File: src/hdl/tfd_pkg.sv
// ----------------------------------------------------------------------------
// Telemetry frame deframer package
// Shared constants, CRC function, field table and inter-module structs.
// ----------------------------------------------------------------------------
package tfd_pkg;

	localparam logic [7:0]  SYNC_B0   = 8'hB0;
	localparam logic [7:0]  SYNC_B1   = 8'h1E;
	localparam logic [7:0]  SYNC_B2   = 8'hDE;
	localparam logic [7:0]  SYNC_B3   = 8'hAD;
	localparam logic [15:0] CRC_INIT  = 16'hFFFF;
	localparam logic [15:0] CRC_POLY  = 16'h1021;
	localparam logic [6:0]  CRC_SPAN  = 7'd95;
	localparam logic [6:0]  FRAME_LEN = 7'd97;
	localparam logic [4:0]  LAST_FIELD = 5'd28;

	typedef struct packed {
		logic [6:0] offset;
		logic [2:0] size;
		logic       sgn;
	} fdesc_t;

	// Front end to frame buffer.
	typedef struct packed {
		logic       en;
		logic [6:0] addr;
		logic [7:0] data;
		logic       push;
	} fe_wr_t;

	// Back end to frame buffer.
	typedef struct packed {
		logic [6:0] addr;
		logic       pop;
	} be_rd_t;

	// Frame buffer occupancy.
	typedef struct packed {
		logic full;
		logic nonempty;
	} fb_status_t;

	function automatic logic [15:0] crc_update(input logic [15:0] crc_in,
						   input logic [7:0] b);
		logic [15:0] c;
		c = crc_in ^ {b, 8'h00};
		for (int k = 0; k < 8; k++) begin
			c = c[15] ? ({c[14:0], 1'b0} ^ CRC_POLY) : {c[14:0], 1'b0};
		end
		return c;
	endfunction

	function automatic fdesc_t field_desc(input logic [4:0] idx);
		fdesc_t d;
		unique case (idx)
			5'd0:  d = '{7'd8,  3'd4, 1'b1};
			5'd1:  d = '{7'd12, 3'd2, 1'b0};
			5'd2:  d = '{7'd14, 3'd2, 1'b1};
			5'd3:  d = '{7'd16, 3'd2, 1'b0};
			5'd4:  d = '{7'd18, 3'd2, 1'b1};
			5'd5:  d = '{7'd20, 3'd2, 1'b1};
			5'd6:  d = '{7'd22, 3'd2, 1'b1};
			5'd7:  d = '{7'd24, 3'd2, 1'b1};
			5'd8:  d = '{7'd26, 3'd2, 1'b1};
			5'd9:  d = '{7'd28, 3'd2, 1'b1};
			5'd10: d = '{7'd30, 3'd2, 1'b0};
			5'd11: d = '{7'd32, 3'd2, 1'b0};
			5'd12: d = '{7'd34, 3'd2, 1'b0};
			5'd13: d = '{7'd36, 3'd2, 1'b0};
			5'd14: d = '{7'd38, 3'd2, 1'b0};
			5'd15: d = '{7'd40, 3'd2, 1'b1};
			5'd16: d = '{7'd42, 3'd2, 1'b0};
			5'd17: d = '{7'd44, 3'd2, 1'b0};
			5'd18: d = '{7'd46, 3'd1, 1'b0};
			5'd19: d = '{7'd47, 3'd1, 1'b0};
			5'd20: d = '{7'd48, 3'd4, 1'b1};
			5'd21: d = '{7'd52, 3'd4, 1'b1};
			5'd22: d = '{7'd56, 3'd4, 1'b0};
			5'd23: d = '{7'd60, 3'd2, 1'b0};
			5'd24: d = '{7'd62, 3'd2, 1'b0};
			5'd25: d = '{7'd64, 3'd4, 1'b1};
			5'd26: d = '{7'd68, 3'd1, 1'b0};
			5'd27: d = '{7'd69, 3'd1, 1'b0};
			5'd28: d = '{7'd70, 3'd1, 1'b0};
			default: d = '{7'd0, 3'd1, 1'b0};
		endcase
		return d;
	endfunction

endpackage

File: src/hdl/tfd_byte_if.sv
// ----------------------------------------------------------------------------
// Byte stream interface
// Carries one received byte per word with a valid/ready handshake.
// ----------------------------------------------------------------------------
interface tfd_byte_if;
	logic       valid;
	logic       ready;
	logic [7:0] data_byte;

	modport source (output valid, output data_byte, input ready);
	modport sink (input valid, input data_byte, output ready);
endinterface

File: src/hdl/tfd_field_if.sv
// ----------------------------------------------------------------------------
// Telemetry field interface
// Carries one decoded telemetry field per word with a valid/ready handshake.
// ----------------------------------------------------------------------------
interface tfd_field_if;
	logic              valid;
	logic              ready;
	logic [4:0]        field_id;
	logic signed [32:0] field_value;
	logic              last_field;

	modport source (output valid, output field_id, output field_value,
			output last_field, input ready);
	modport sink (input valid, input field_id, input field_value,
		      input last_field, output ready);
endinterface

File: src/hdl/telemetry_frame_deframer_crc16_top.sv
// ----------------------------------------------------------------------------
// Telemetry frame deframer with CRC-16 check
// Parses a byte stream into 97-byte frames and emits their telemetry fields.
// ----------------------------------------------------------------------------
// The stream channel takes one received byte per word, one word per cycle
// while the frame memory has a free bank. The front end finds the start
// code B0 1E DE AD, stores the frame and runs CRC-16/CCITT over bytes 0 to
// 94 as they arrive. A frame whose CRC matches the little-endian value in
// bytes 95 and 96 is queued in a two-bank frame memory; a bad frame is
// discarded without output. The telemetry channel gives 29 words per good
// frame, field 0 to field 28, with last_field set on the final one. When
// the back end is idle, a queued frame starts it, and each field goes out
// through the frame memory read register and the output register. The back
// end reads one byte per cycle from the frame memory while it fetches a
// field and no stall holds it, so it reads a frame faster than one arrives.
// A stall on the telemetry channel holds the output register and the back
// end; bytes are still taken until both banks hold unread frames, and then
// the stream channel drops ready until the back end frees a bank.
// Reset returns the parser to start-code hunting and empties the frame queue.
// ----------------------------------------------------------------------------
module telemetry_frame_deframer_crc16_top (
	input logic          clk,
	input logic          arst_n,
	tfd_byte_if.sink     stream,
	tfd_field_if.source  telemetry
);

	tfd_pkg::fe_wr_t     wr;
	tfd_pkg::be_rd_t     rd;
	tfd_pkg::fb_status_t status;
	logic [7:0]          rd_data;

	tfd_front u_front (
		.clk    (clk),
		.arst_n (arst_n),
		.stream (stream),
		.status (status),
		.wr     (wr)
	);

	tfd_buffer u_buffer (
		.clk     (clk),
		.arst_n  (arst_n),
		.wr      (wr),
		.rd      (rd),
		.rd_data (rd_data),
		.status  (status)
	);

	tfd_back u_back (
		.clk       (clk),
		.arst_n    (arst_n),
		.status    (status),
		.rd_data   (rd_data),
		.rd        (rd),
		.telemetry (telemetry)
	);

endmodule

File: src/hdl/tfd_front.sv
// ----------------------------------------------------------------------------
// Deframer front end
// Hunts for the start code, writes frame bytes to the buffer and checks CRC.
// ----------------------------------------------------------------------------
module tfd_front (
	input  logic                clk,
	input  logic                arst_n,
	tfd_byte_if.sink            stream,
	input  tfd_pkg::fb_status_t status,
	output tfd_pkg::fe_wr_t     wr
);

	typedef enum logic [5:0] {
		FE_IDLE  = 6'b000001,
		FE_SYNC1 = 6'b000010,
		FE_SYNC2 = 6'b000100,
		FE_SYNC3 = 6'b001000,
		FE_SYNC4 = 6'b010000,
		FE_BODY  = 6'b100000
	} fe_state_t;

	fe_state_t   state_q;
	fe_state_t   nxt;
	logic [6:0]  cnt_q;
	logic [15:0] crc_q;
	logic [7:0]  crc_lo_q;
	logic [6:0]  cnt_eff;
	logic [6:0]  cnt_inc;
	logic [15:0] crc_eff;
	logic [7:0]  c;
	logic        accept;
	logic        store;
	logic        done;

	assign stream.ready = !status.full;
	assign accept       = stream.valid && stream.ready;
	assign c            = stream.data_byte;

	always_comb begin
		nxt = state_q;
		unique case (state_q)
			FE_IDLE:  nxt = (c == tfd_pkg::SYNC_B0) ? FE_SYNC1 : FE_IDLE;
			FE_SYNC1: nxt = (c == tfd_pkg::SYNC_B1) ? FE_SYNC2 : FE_IDLE;
			FE_SYNC2: nxt = (c == tfd_pkg::SYNC_B2) ? FE_SYNC3 : FE_IDLE;
			FE_SYNC3: nxt = (c == tfd_pkg::SYNC_B3) ? FE_SYNC4 : FE_IDLE;
			FE_SYNC4: nxt = FE_BODY;
			FE_BODY:  nxt = FE_BODY;
			default:  nxt = FE_IDLE;
		endcase
	end

	assign cnt_eff = (state_q == FE_IDLE) ? 7'd0 : cnt_q;
	assign crc_eff = (state_q == FE_IDLE) ? tfd_pkg::CRC_INIT : crc_q;
	assign cnt_inc = cnt_eff + 7'd1;
	assign store   = accept && (nxt != FE_IDLE);
	assign done    = store && (cnt_inc == tfd_pkg::FRAME_LEN);

	always_ff @(posedge clk or negedge arst_n) begin
		if (!arst_n) begin
			state_q <= FE_IDLE;
			cnt_q   <= 7'd0;
			crc_q   <= tfd_pkg::CRC_INIT;
		end else if (accept) begin
			state_q <= done ? FE_IDLE : nxt;
			if (store) begin
				cnt_q <= cnt_inc;
				if (cnt_eff < tfd_pkg::CRC_SPAN) begin
					crc_q <= tfd_pkg::crc_update(crc_eff, c);
				end
			end
		end
	end

	always_ff @(posedge clk) begin
		if (store && (cnt_eff == tfd_pkg::CRC_SPAN)) begin
			crc_lo_q <= c;
		end
	end

	assign wr.en   = store;
	assign wr.addr = cnt_eff;
	assign wr.data = c;
	assign wr.push = done && ({c, crc_lo_q} == crc_q);

endmodule

File: src/hdl/tfd_buffer.sv
// ----------------------------------------------------------------------------
// Deframer frame buffer
// Two-bank frame memory used as a two-entry queue of checked frames.
// ----------------------------------------------------------------------------
module tfd_buffer (
	input  logic                clk,
	input  logic                arst_n,
	input  tfd_pkg::fe_wr_t     wr,
	input  tfd_pkg::be_rd_t     rd,
	output logic [7:0]          rd_data,
	output tfd_pkg::fb_status_t status
);

	localparam logic [1:0] BANKS = 2'd2;

	logic [7:0] mem_q [0:255];
	logic [7:0] rd_data_q;
	logic       wr_bank_q;
	logic       rd_bank_q;
	logic [1:0] count_q;

	always_ff @(posedge clk) begin
		if (wr.en) begin
			mem_q[{wr_bank_q, wr.addr}] <= wr.data;
		end
		rd_data_q <= mem_q[{rd_bank_q, rd.addr}];
	end

	always_ff @(posedge clk or negedge arst_n) begin
		if (!arst_n) begin
			wr_bank_q <= 1'b0;
			rd_bank_q <= 1'b0;
			count_q   <= 2'd0;
		end else begin
			if (wr.push) begin
				wr_bank_q <= !wr_bank_q;
			end
			if (rd.pop) begin
				rd_bank_q <= !rd_bank_q;
			end
			if (wr.push && !rd.pop) begin
				count_q <= count_q + 2'd1;
			end else if (rd.pop && !wr.push) begin
				count_q <= count_q - 2'd1;
			end
		end
	end

	assign rd_data         = rd_data_q;
	assign status.full     = (count_q == BANKS);
	assign status.nonempty = (count_q != 2'd0);

endmodule

File: src/hdl/tfd_back.sv
// ----------------------------------------------------------------------------
// Deframer back end
// Reads a checked frame byte by byte and emits its telemetry fields in order.
// ----------------------------------------------------------------------------
module tfd_back (
	input  logic                clk,
	input  logic                arst_n,
	input  tfd_pkg::fb_status_t status,
	input  logic [7:0]          rd_data,
	output tfd_pkg::be_rd_t     rd,
	tfd_field_if.source         telemetry
);

	typedef enum logic [2:0] {
		BE_IDLE = 3'b001,
		BE_READ = 3'b010,
		BE_HOLD = 3'b100
	} be_state_t;

	be_state_t         state_q;
	logic [4:0]        fidx_q;
	logic [1:0]        k_q;
	logic [31:0]       acc_q;
	logic              rvld_s1;
	logic              out_vld_q;
	logic [4:0]        out_id_q;
	logic signed [32:0] out_val_q;
	logic              out_last_q;
	tfd_pkg::fdesc_t   desc;
	logic [31:0]       acc_next;
	logic [31:0]       src;
	logic              s;
	logic [32:0]       val;
	logic              slot_free;
	logic              emit;

	assign desc      = tfd_pkg::field_desc(fidx_q);
	assign rd.addr   = desc.offset + {5'd0, k_q};
	assign acc_next  = {acc_q[23:0], rd_data};
	assign src       = rvld_s1 ? acc_next : acc_q;
	assign slot_free = !out_vld_q || telemetry.ready;
	assign emit      = (state_q == BE_HOLD) && slot_free;
	assign rd.pop    = emit && (fidx_q == tfd_pkg::LAST_FIELD);

	always_comb begin
		case (desc.size)
			3'd1: begin
				s   = desc.sgn & src[7];
				val = {{25{s}}, src[7:0]};
			end
			3'd2: begin
				s   = desc.sgn & src[15];
				val = {{17{s}}, src[15:0]};
			end
			default: begin
				s   = desc.sgn & src[31];
				val = {s, src[31:0]};
			end
		endcase
	end

	always_ff @(posedge clk or negedge arst_n) begin
		if (!arst_n) begin
			state_q   <= BE_IDLE;
			fidx_q    <= 5'd0;
			k_q       <= 2'd0;
			rvld_s1   <= 1'b0;
			out_vld_q <= 1'b0;
		end else begin
			rvld_s1 <= (state_q == BE_READ);
			if (emit) begin
				out_vld_q <= 1'b1;
			end else if (telemetry.ready) begin
				out_vld_q <= 1'b0;
			end
			unique case (state_q)
				BE_IDLE: begin
					fidx_q <= 5'd0;
					k_q    <= 2'd0;
					if (status.nonempty) begin
						state_q <= BE_READ;
					end
				end
				BE_READ: begin
					if ({1'b0, k_q} == desc.size - 3'd1) begin
						state_q <= BE_HOLD;
					end else begin
						k_q <= k_q + 2'd1;
					end
				end
				BE_HOLD: begin
					if (emit) begin
						k_q <= 2'd0;
						if (fidx_q == tfd_pkg::LAST_FIELD) begin
							state_q <= BE_IDLE;
						end else begin
							fidx_q  <= fidx_q + 5'd1;
							state_q <= BE_READ;
						end
					end
				end
				default: state_q <= BE_IDLE;
			endcase
		end
	end

	always_ff @(posedge clk) begin
		if (rvld_s1) begin
			acc_q <= acc_next;
		end
		if (emit) begin
			out_id_q   <= fidx_q;
			out_val_q  <= val;
			out_last_q <= (fidx_q == tfd_pkg::LAST_FIELD);
		end
	end

	assign telemetry.valid       = out_vld_q;
	assign telemetry.field_id    = out_id_q;
	assign telemetry.field_value = out_val_q;
	assign telemetry.last_field  = out_last_q;

endmodule
File: src/flat_wrapper.sv
// flat-port wrapper written by rule: the top's interface ports become plain ports
module telemetry_frame_deframer_crc16_top_flat 
  (clk, arst_n, stream_valid, stream_data_byte, stream_ready, telemetry_valid, telemetry_field_id, telemetry_field_value, telemetry_last_field, telemetry_ready);
  tfd_byte_if stream_i ();
  tfd_field_if telemetry_i ();
  input logic clk;
  input logic arst_n;
  input wire logic [$bits(stream_i.valid)-1:0] stream_valid;
  input wire logic [$bits(stream_i.data_byte)-1:0] stream_data_byte;
  output wire logic [$bits(stream_i.ready)-1:0] stream_ready;
  output wire logic [$bits(telemetry_i.valid)-1:0] telemetry_valid;
  output wire logic [$bits(telemetry_i.field_id)-1:0] telemetry_field_id;
  output wire logic [$bits(telemetry_i.field_value)-1:0] telemetry_field_value;
  output wire logic [$bits(telemetry_i.last_field)-1:0] telemetry_last_field;
  input wire logic [$bits(telemetry_i.ready)-1:0] telemetry_ready;
  assign stream_i.valid = stream_valid;
  assign stream_i.data_byte = stream_data_byte;
  assign stream_ready = stream_i.ready;
  assign telemetry_valid = telemetry_i.valid;
  assign telemetry_field_id = telemetry_i.field_id;
  assign telemetry_field_value = telemetry_i.field_value;
  assign telemetry_last_field = telemetry_i.last_field;
  assign telemetry_i.ready = telemetry_ready;
  telemetry_frame_deframer_crc16_top u_core (.clk(clk), .arst_n(arst_n), .stream(stream_i), .telemetry(telemetry_i));
endmodule
File: config.mk
export PLATFORM = sky130hd
export DESIGN_NAME = telemetry_frame_deframer_crc16_top_flat
export DESIGN_NICKNAME = d
export VERILOG_FILES = /design/src/hdl/tfd_pkg.sv /design/src/hdl/tfd_byte_if.sv /design/src/hdl/tfd_field_if.sv /design/src/hdl/telemetry_frame_deframer_crc16_top.sv /design/src/hdl/tfd_front.sv /design/src/hdl/tfd_buffer.sv /design/src/hdl/tfd_back.sv /design/src/flat_wrapper.sv
export SDC_FILE = /design/constraint.sdc
export NUM_CORES = 2
export LEC_CHECK = 0
export ABC_AREA = 1
export ABC_CLOCK_PERIOD_IN_PS = 8500
export BUFFER_PORTS_ARGS = -buffer_cell sky130_fd_sc_hd__clkbuf_2
export CAP_MARGIN = 20
export CORE_UTILIZATION = 50
export CTS_CLUSTER_DIAMETER = 80
export CTS_CLUSTER_SIZE = 40
export DETAILED_ROUTE_END_ITERATION = 12
export MAX_ROUTING_LAYER = met4
export PLACE_DENSITY = 0.69
export SLEW_MARGIN = 10
export SYNTH_ARGS = -nofsm -noshare
export SYNTH_HDL_FRONTEND = slang
export SYNTH_SLANG_ARGS = --single-unit
File: constraint.sdc
create_clock -name clk -period 8.5 [get_ports clk]
set_input_delay 1.275 -clock clk [delete_from_list [all_inputs] [get_ports clk]]
set_output_delay 1.275 -clock clk [all_outputs]
set_load 0.02 [all_outputs]
== Yosys cells after proc, flatten, opt, wreduce, memory -nomap -nowiden ==
Memory sizes are Yosys's and may differ from the RTL's. A register that Yosys moved wholly into a read port is not among the register bits.
Index checks and enable logic that the tools add are counted.

* Reduce and logical (&&, ||, !) cells: 27
* $lt $le $gt $ge: 1
* Add/sub/neg operators: 7
* Mux-type cells: 35
* Equal/unequal tests: 27
* Bitwise logic cells: 12

{| class="wikitable"
|+ Operators with widths
! cell !! count
|-
| $mux 13 || 8
|-
| $pmux 33 s2 || 1
|-
| $mux 32 || 1
|-
| $pmux 6 s5 || 1
|-
| $eq 8x8->1 const B || 3
|-
| $not 3->3 || 8
|-
| $eq 16x16->1 || 1
|-
| $mux 16 || 1
|-
| $xor 16x16->16 || 1
|-
| $mux 5 || 3
|-
| $eq 7x7->1 const B || 2
|-
| $mux 2 || 6
|-
| $mux 3 || 4
|-
| $reduce_and 3->1 || 4
|-
| $pmux 5 s2 || 1
|-
| $logic_and 1x1->1 || 9
|-
| $pmux 3 s3 || 1
|-
| $eq 8x5->1 const B || 1
|-
| $reduce_bool 2->1 || 4
|-
| $add 7x1->7 const B || 1
|-
| $add 7x2->7 || 1
|-
| $lt 7x7->1 const B || 1
|-
| $mux 7 || 1
|-
| $eq 3x1->1 const B || 2
|-
| other kinds (28) || 43
|}

* Memory bits (writable): 2048
* Input bits: 12
* Logic and storage cells: 127
* ROM bits: 352
* Output and inout port bits: 41
* Register bits: 124
* Memories kept: 2

{| class="wikitable"
|+ Memory list
! name !! words !! width !! rd ports !! clocked after memory_dff !! wr ports !! line !! RTL
|-
| u_core.u_buffer.mem_q || 256 || 8 || 1 || 1 || 1 || tfd_buffer.sv:16 || <nowiki>logic [7:0] mem_q [0:255];</nowiki>
|-
| (name not given) || 32 || 11 || 1 || 0 || 0 || tfd_pkg.sv:55 || <nowiki>unique case (idx)</nowiki>
|}

== Depth between registers and ports, before layout ==
* Word-level depth: 19
* Depth in mapped cells: 21
* Depth with buffers taken out: 19

== Modules after synthesis ==
From an unflattened synthesis, not the netlist that was laid out.

* Cells, all modules: 7787
* Area, all modules: 90103.9 um2

{| class="wikitable"
|+ Modules (own cells, without submodules)
! module !! area an instance (um2) !! cells each !! instances !! sequential area each (um2)
|-
| tfd_buffer || 83580.2 || 7018 || 1 || 61759.2
|-
| tfd_back || 4013.8 || 422 || 1 || 2113.3
|-
| tfd_front || 2509.9 || 347 || 1 || 987.2
|}

== Worst setup path before layout ==
OpenSTA, ideal clock, no wires.

* Path type: input-to-reg
* From: input telemetry_ready
* To: register u_core.u_back.fidx_q[1]
* Setup slack: 4.939 ns
* Data required time: 8.411 ns
* Library setup time: 0.089 ns
* Arrival: 3.472 ns
* Buffers on the path: 0
* Stages: 4
* Cells stage by stage: nor2_1 nor2_1 nand2_1 o22ai_1

* Longest elaborated chain between the ends: 4

{| class="wikitable"
|+ RTL lines
! what !! line !! RTL
|-
| start: declaration || flat_wrapper.sv:15 || <nowiki>input wire logic [$bits(telemetry_i.ready)-1:0] telemetry_ready;</nowiki>
|-
| $logic_or 1x1->1 || tfd_back.sv:41 || <nowiki>assign slot_free = !out_vld_q || telemetry.ready;</nowiki>
|-
| $logic_and 1x1->1 || tfd_back.sv:42 || <nowiki>assign emit = (state_q == BE_HOLD) && slot_free;</nowiki>
|-
| named net u_core.u_back.emit || tfd_back.sv:35 || <nowiki>logic emit;</nowiki>
|-
| $ne 2x2->1 (no line) || -- ||
|-
| $reduce_and 3->1 (no line) || -- ||
|-
| end signal: assignment || tfd_back.sv:97 || <nowiki>fidx_q <= fidx_q + 5'd1;</nowiki>
|-
| end: declaration || tfd_back.sv:21 || <nowiki>logic [4:0] fidx_q;</nowiki>
|}

The timed path passes the listed nets, and every way through them passes these cells.
A chain may end at the register's enable or synchronous reset.

== Worst setup path in the final report ==
* From: register u_core.u_back.fidx_q[0]
* To: register u_core.u_buffer.rd_data_q[4], in the netlist u_core.u_buffer.rd_data[4], read port of u_core.u_buffer.mem_q

* Longest elaborated chain between the ends: 2

{| class="wikitable"
|+ RTL lines
! what !! line !! RTL
|-
| $mem_v2 32x11 || -- ||
|-
| $add 7x2->7 || tfd_back.sv:38 || <nowiki>assign rd.addr = desc.offset + {5'd0, k_q};</nowiki>
|-
| end: declaration || tfd_buffer.sv:17 || <nowiki>logic [7:0] rd_data_q;</nowiki>
|}

No other way between the ends.

==> results.md <==
- Port buffer count: 52
- Area contributors post-synth: edfxtp_1 (71%), o21ai_0 (6.1%), nor2_1 (5.6%)
- Die ar.: 180000 um2
- Mapped cell area: 89100 um2
- Initial core utilization: 50.4%
- Core Box Area: 177000 um2
- CTS root buf: clkbuf_16
- Core Rows: 154
- Clock latency on the worst-skew pair: 0.84 ns
- Number of synthesized register bits: 2180
- Initial antenna violation count: 7
- Hold Path Class: reg2reg
- Fin crit share: 67.9%
- Cells after Synth: 7416
- Worst Setup Path Type: reg2reg
- P&R area growth vs syn: 6.85%
- Skew final: 0.0731 ns
- 1st-pass router iterations: 6
- Syn Nets: 7448
- Most frequent CP cell: nand3_1
- Number of fill cells: 14.4k
- Drt initial violations: 8522
- Share of post-route cells with drive strength above 1: 5.37%
- CP arrival: 6.53 ns
- Max-cap violations: 0
- Max-slew violations: 0
- Post-CTS Setup Bufs: 0
- Cell family with most CP delay: simple AND/OR/NAND/NOR gates
- Commonest non-fill, non-tap cell in the layout: edfxtp_1
- Gr ovfl total: 0
- Worst setup EP type: flip-flop
- TritonCTS clock tree: yes
- Die Ht: 424 um
- CP bufs+invs: 3
- Crit path largest cell delay: 1.04 ns
- RSZ-0062 raised after global routing: no
- TritonCTS buffer count: 102
- Number of global-route vias before repair: 55.0k
- GR Util All Layers: 26.6%
- Mean Syn Cell Area: 12.0 um2
- Final wirelength: 238000 um
- Relative slew margins: 19.8%
- Outcome: finished clean
- Via/cell ratio: 6.16
- Largest net degree at the start of global routing: 185
- Crit path max fanout: 66
- Routed WL per cell: 24.9 um
- Peak VDD IR: 0.000301 V
- Sink Count: 2180
- Sequential area share after synthesis: 72.8%
- Crit start category: flip-flop
- Tmin final: 5.77 ns
- Routed vias: 59.0k
- I/O pin cnt: 53
- CTS resizes: 0
- Global placer's final weighted congestion: 0.922
- Pwr Density: 297 nW/um2
- Commonest cells after routing, fill and taps aside: edfxtp_1 (2095), nor2_1 (1323), o21ai_0 (1077)
- Critical-path cell list: inv_1, ha_1, nor3_1, a211oi_1, a221oi_1, o221ai_1, fa_4, buf_4, buf_4, o21ai_0, o22ai_1, nand3b_1, nand3_1, nand3_1, nand3_1, nand3_1, nand3_1, nand2_1
- Number of nets in the layout: 7174
- Setup-failing EPs final: 0
- Hold Buf Count CTS: 0
- CTS max path bufs: 3
- Top-area cell type share of the netlist area: 70.6%
- Worst path required time: 9.26 ns
- Placed Area: 91100 um2
- Tightest Pin Transition: 1.20 ns
- Fmax: 173 MHz
- # DRC: 0
- Unique cell type count in the Yosys netlist: 50
- Setup TNS: 0 ns
- First-pass GRT wire length: 350000 um
- CP max-delay cell: fa_4
- Die Wd: 424 um
- Synth area leader: edfxtp_1
- Routed Antenna Nets: 0
- Synth warn: 0
- H-tree level count: 3
- Pleak: 31.4 nW
- Worst-path clk slew: 0.13 ns
- DP HPWL: 135000 um
- Final Cell Area: 95200 um2
- Final hold violations: 0
worst min-delay path, cell delays in order (launching register included):
cell and delay (ns):
dfxtp_1 0.33, nand2_1 0.06, nand2_1 0.05
final cells by class:
cell class	count	area, um2	share of cell area, %
diodes	4	10.0	0.0105
clock buffers	108	2620	2.75
clock inverters	86	1490	1.57
inverters	229	880	0.924
multi-input cells	4493	21200	22.3
flip-flops and latches	2180	64900	68.1
well taps	2340	2930	3.07
repair buffers	136	1230	1.29
sequential cells by signal (all words and copies together) (netlist names), 2 cells and up:
register and count:
u_core.u_back.k_q 2, u_core.u_buffer.count_q 2, u_core.u_buffer.rd_data 8, u_core.u_back.acc_q 32, u_core.u_front.state_q 6, u_core.u_front.crc_q 16
u_core.u_back.telemetry.field_value 33, u_core.u_front.crc_lo_q 8, u_core.u_back.telemetry.field_id 5, u_core.u_buffer.mem_q 2048, u_core.u_back.fidx_q 5, u_core.u_back.state_q 3
u_core.u_front.cnt_q 7
cells by family after synthesis:
logic type / share of synthesized area [%]
buffers and inverters: 3.53
adders and majority gates: 0.289
AOI/OAI and AO/OA: 9.92
xor gates and xnor gates: 0.401
DFF: 72.8
and+or+nand+nor: 13.1
per-stage QoR:
step                power (mW)  hold WS (ns)  setup WS (ns)  utilization [%]  instances
detailed placement        21.6         0.456           2.80             51.5       9374
global placement          21.5         0.429           2.81             51.5       9373
floorplan                 18.7         0.416           4.94                -       7416
CTS                       28.1         0.482           2.78             53.9       9568
global route              29.5         0.499           2.50             53.9       9574
finish                    28.3         0.479           2.73             53.9       9576
worst paths after layout:
path,start,to,slack [ns],cells after the start
worst max-delay path,u_core.u_back.fidx_q[0]$_DFFE_PN0P_,u_core.u_buffer.rd_data[4]$_DFF_P_,2.73,18
worst max register to register,u_core.u_back.fidx_q[0]$_DFFE_PN0P_,u_core.u_buffer.rd_data[4]$_DFF_P_,2.73,18
max in group asynchronous,arst_n,u_core.u_back.fidx_q[0]$_DFFE_PN0P_,7.38,2
worst min register to register,u_core.u_back.acc_q[6]$_DFF_P_,u_core.u_back.acc_q[6]$_DFF_P_,0.48,2
worst min-delay path,u_core.u_back.acc_q[6]$_DFF_P_,u_core.u_back.acc_q[6]$_DFF_P_,0.48,2
min in group asynchronous,arst_n,u_core.u_front.cnt_q[2]$_DFFE_PN0P_,0.60,2
Yosys cell counts (all sizes together):
cell type and number:
ha 19, nand3 460, dfxtp 40, clkbuf 278, o22a 8, a211oi 1, or2 3, fa 1
a31oi 2, edfxtp 2095, nand2 874, nor2 1328, dfrtp 27, o221ai 1, o21a 1, nand3b 104
nor4b 1, xnor2 21, a32o 1, clkinv 6, xor2 19, o211ai 4, nor3 20, a21oi 12
a221oi 1, a21o 2, o21ai 1087, dfstp 18, inv 223, o22ai 506, buf 236, nor4 5
nand4 12
report_power, final:
| part | switching (mW) | internal (mW) | leakage, nW | total [mW] |
|---|---|---|---|---|
| sequential | 0.135 | 12.0 | 19.7 | 12.1 |
| combinational | 6.81 | 2.68 | 9.74 | 9.49 |
| clock | 4.04 | 2.63 | 1.96 | 6.66 |
per-layer routing:
metal	track usage [%]	share of wire, %
met3	3.69	10
met5	-	0
met1	36.7	40
met2	40.6	47
met4	9.46	3.6
(Power assumes the default switching activity.)
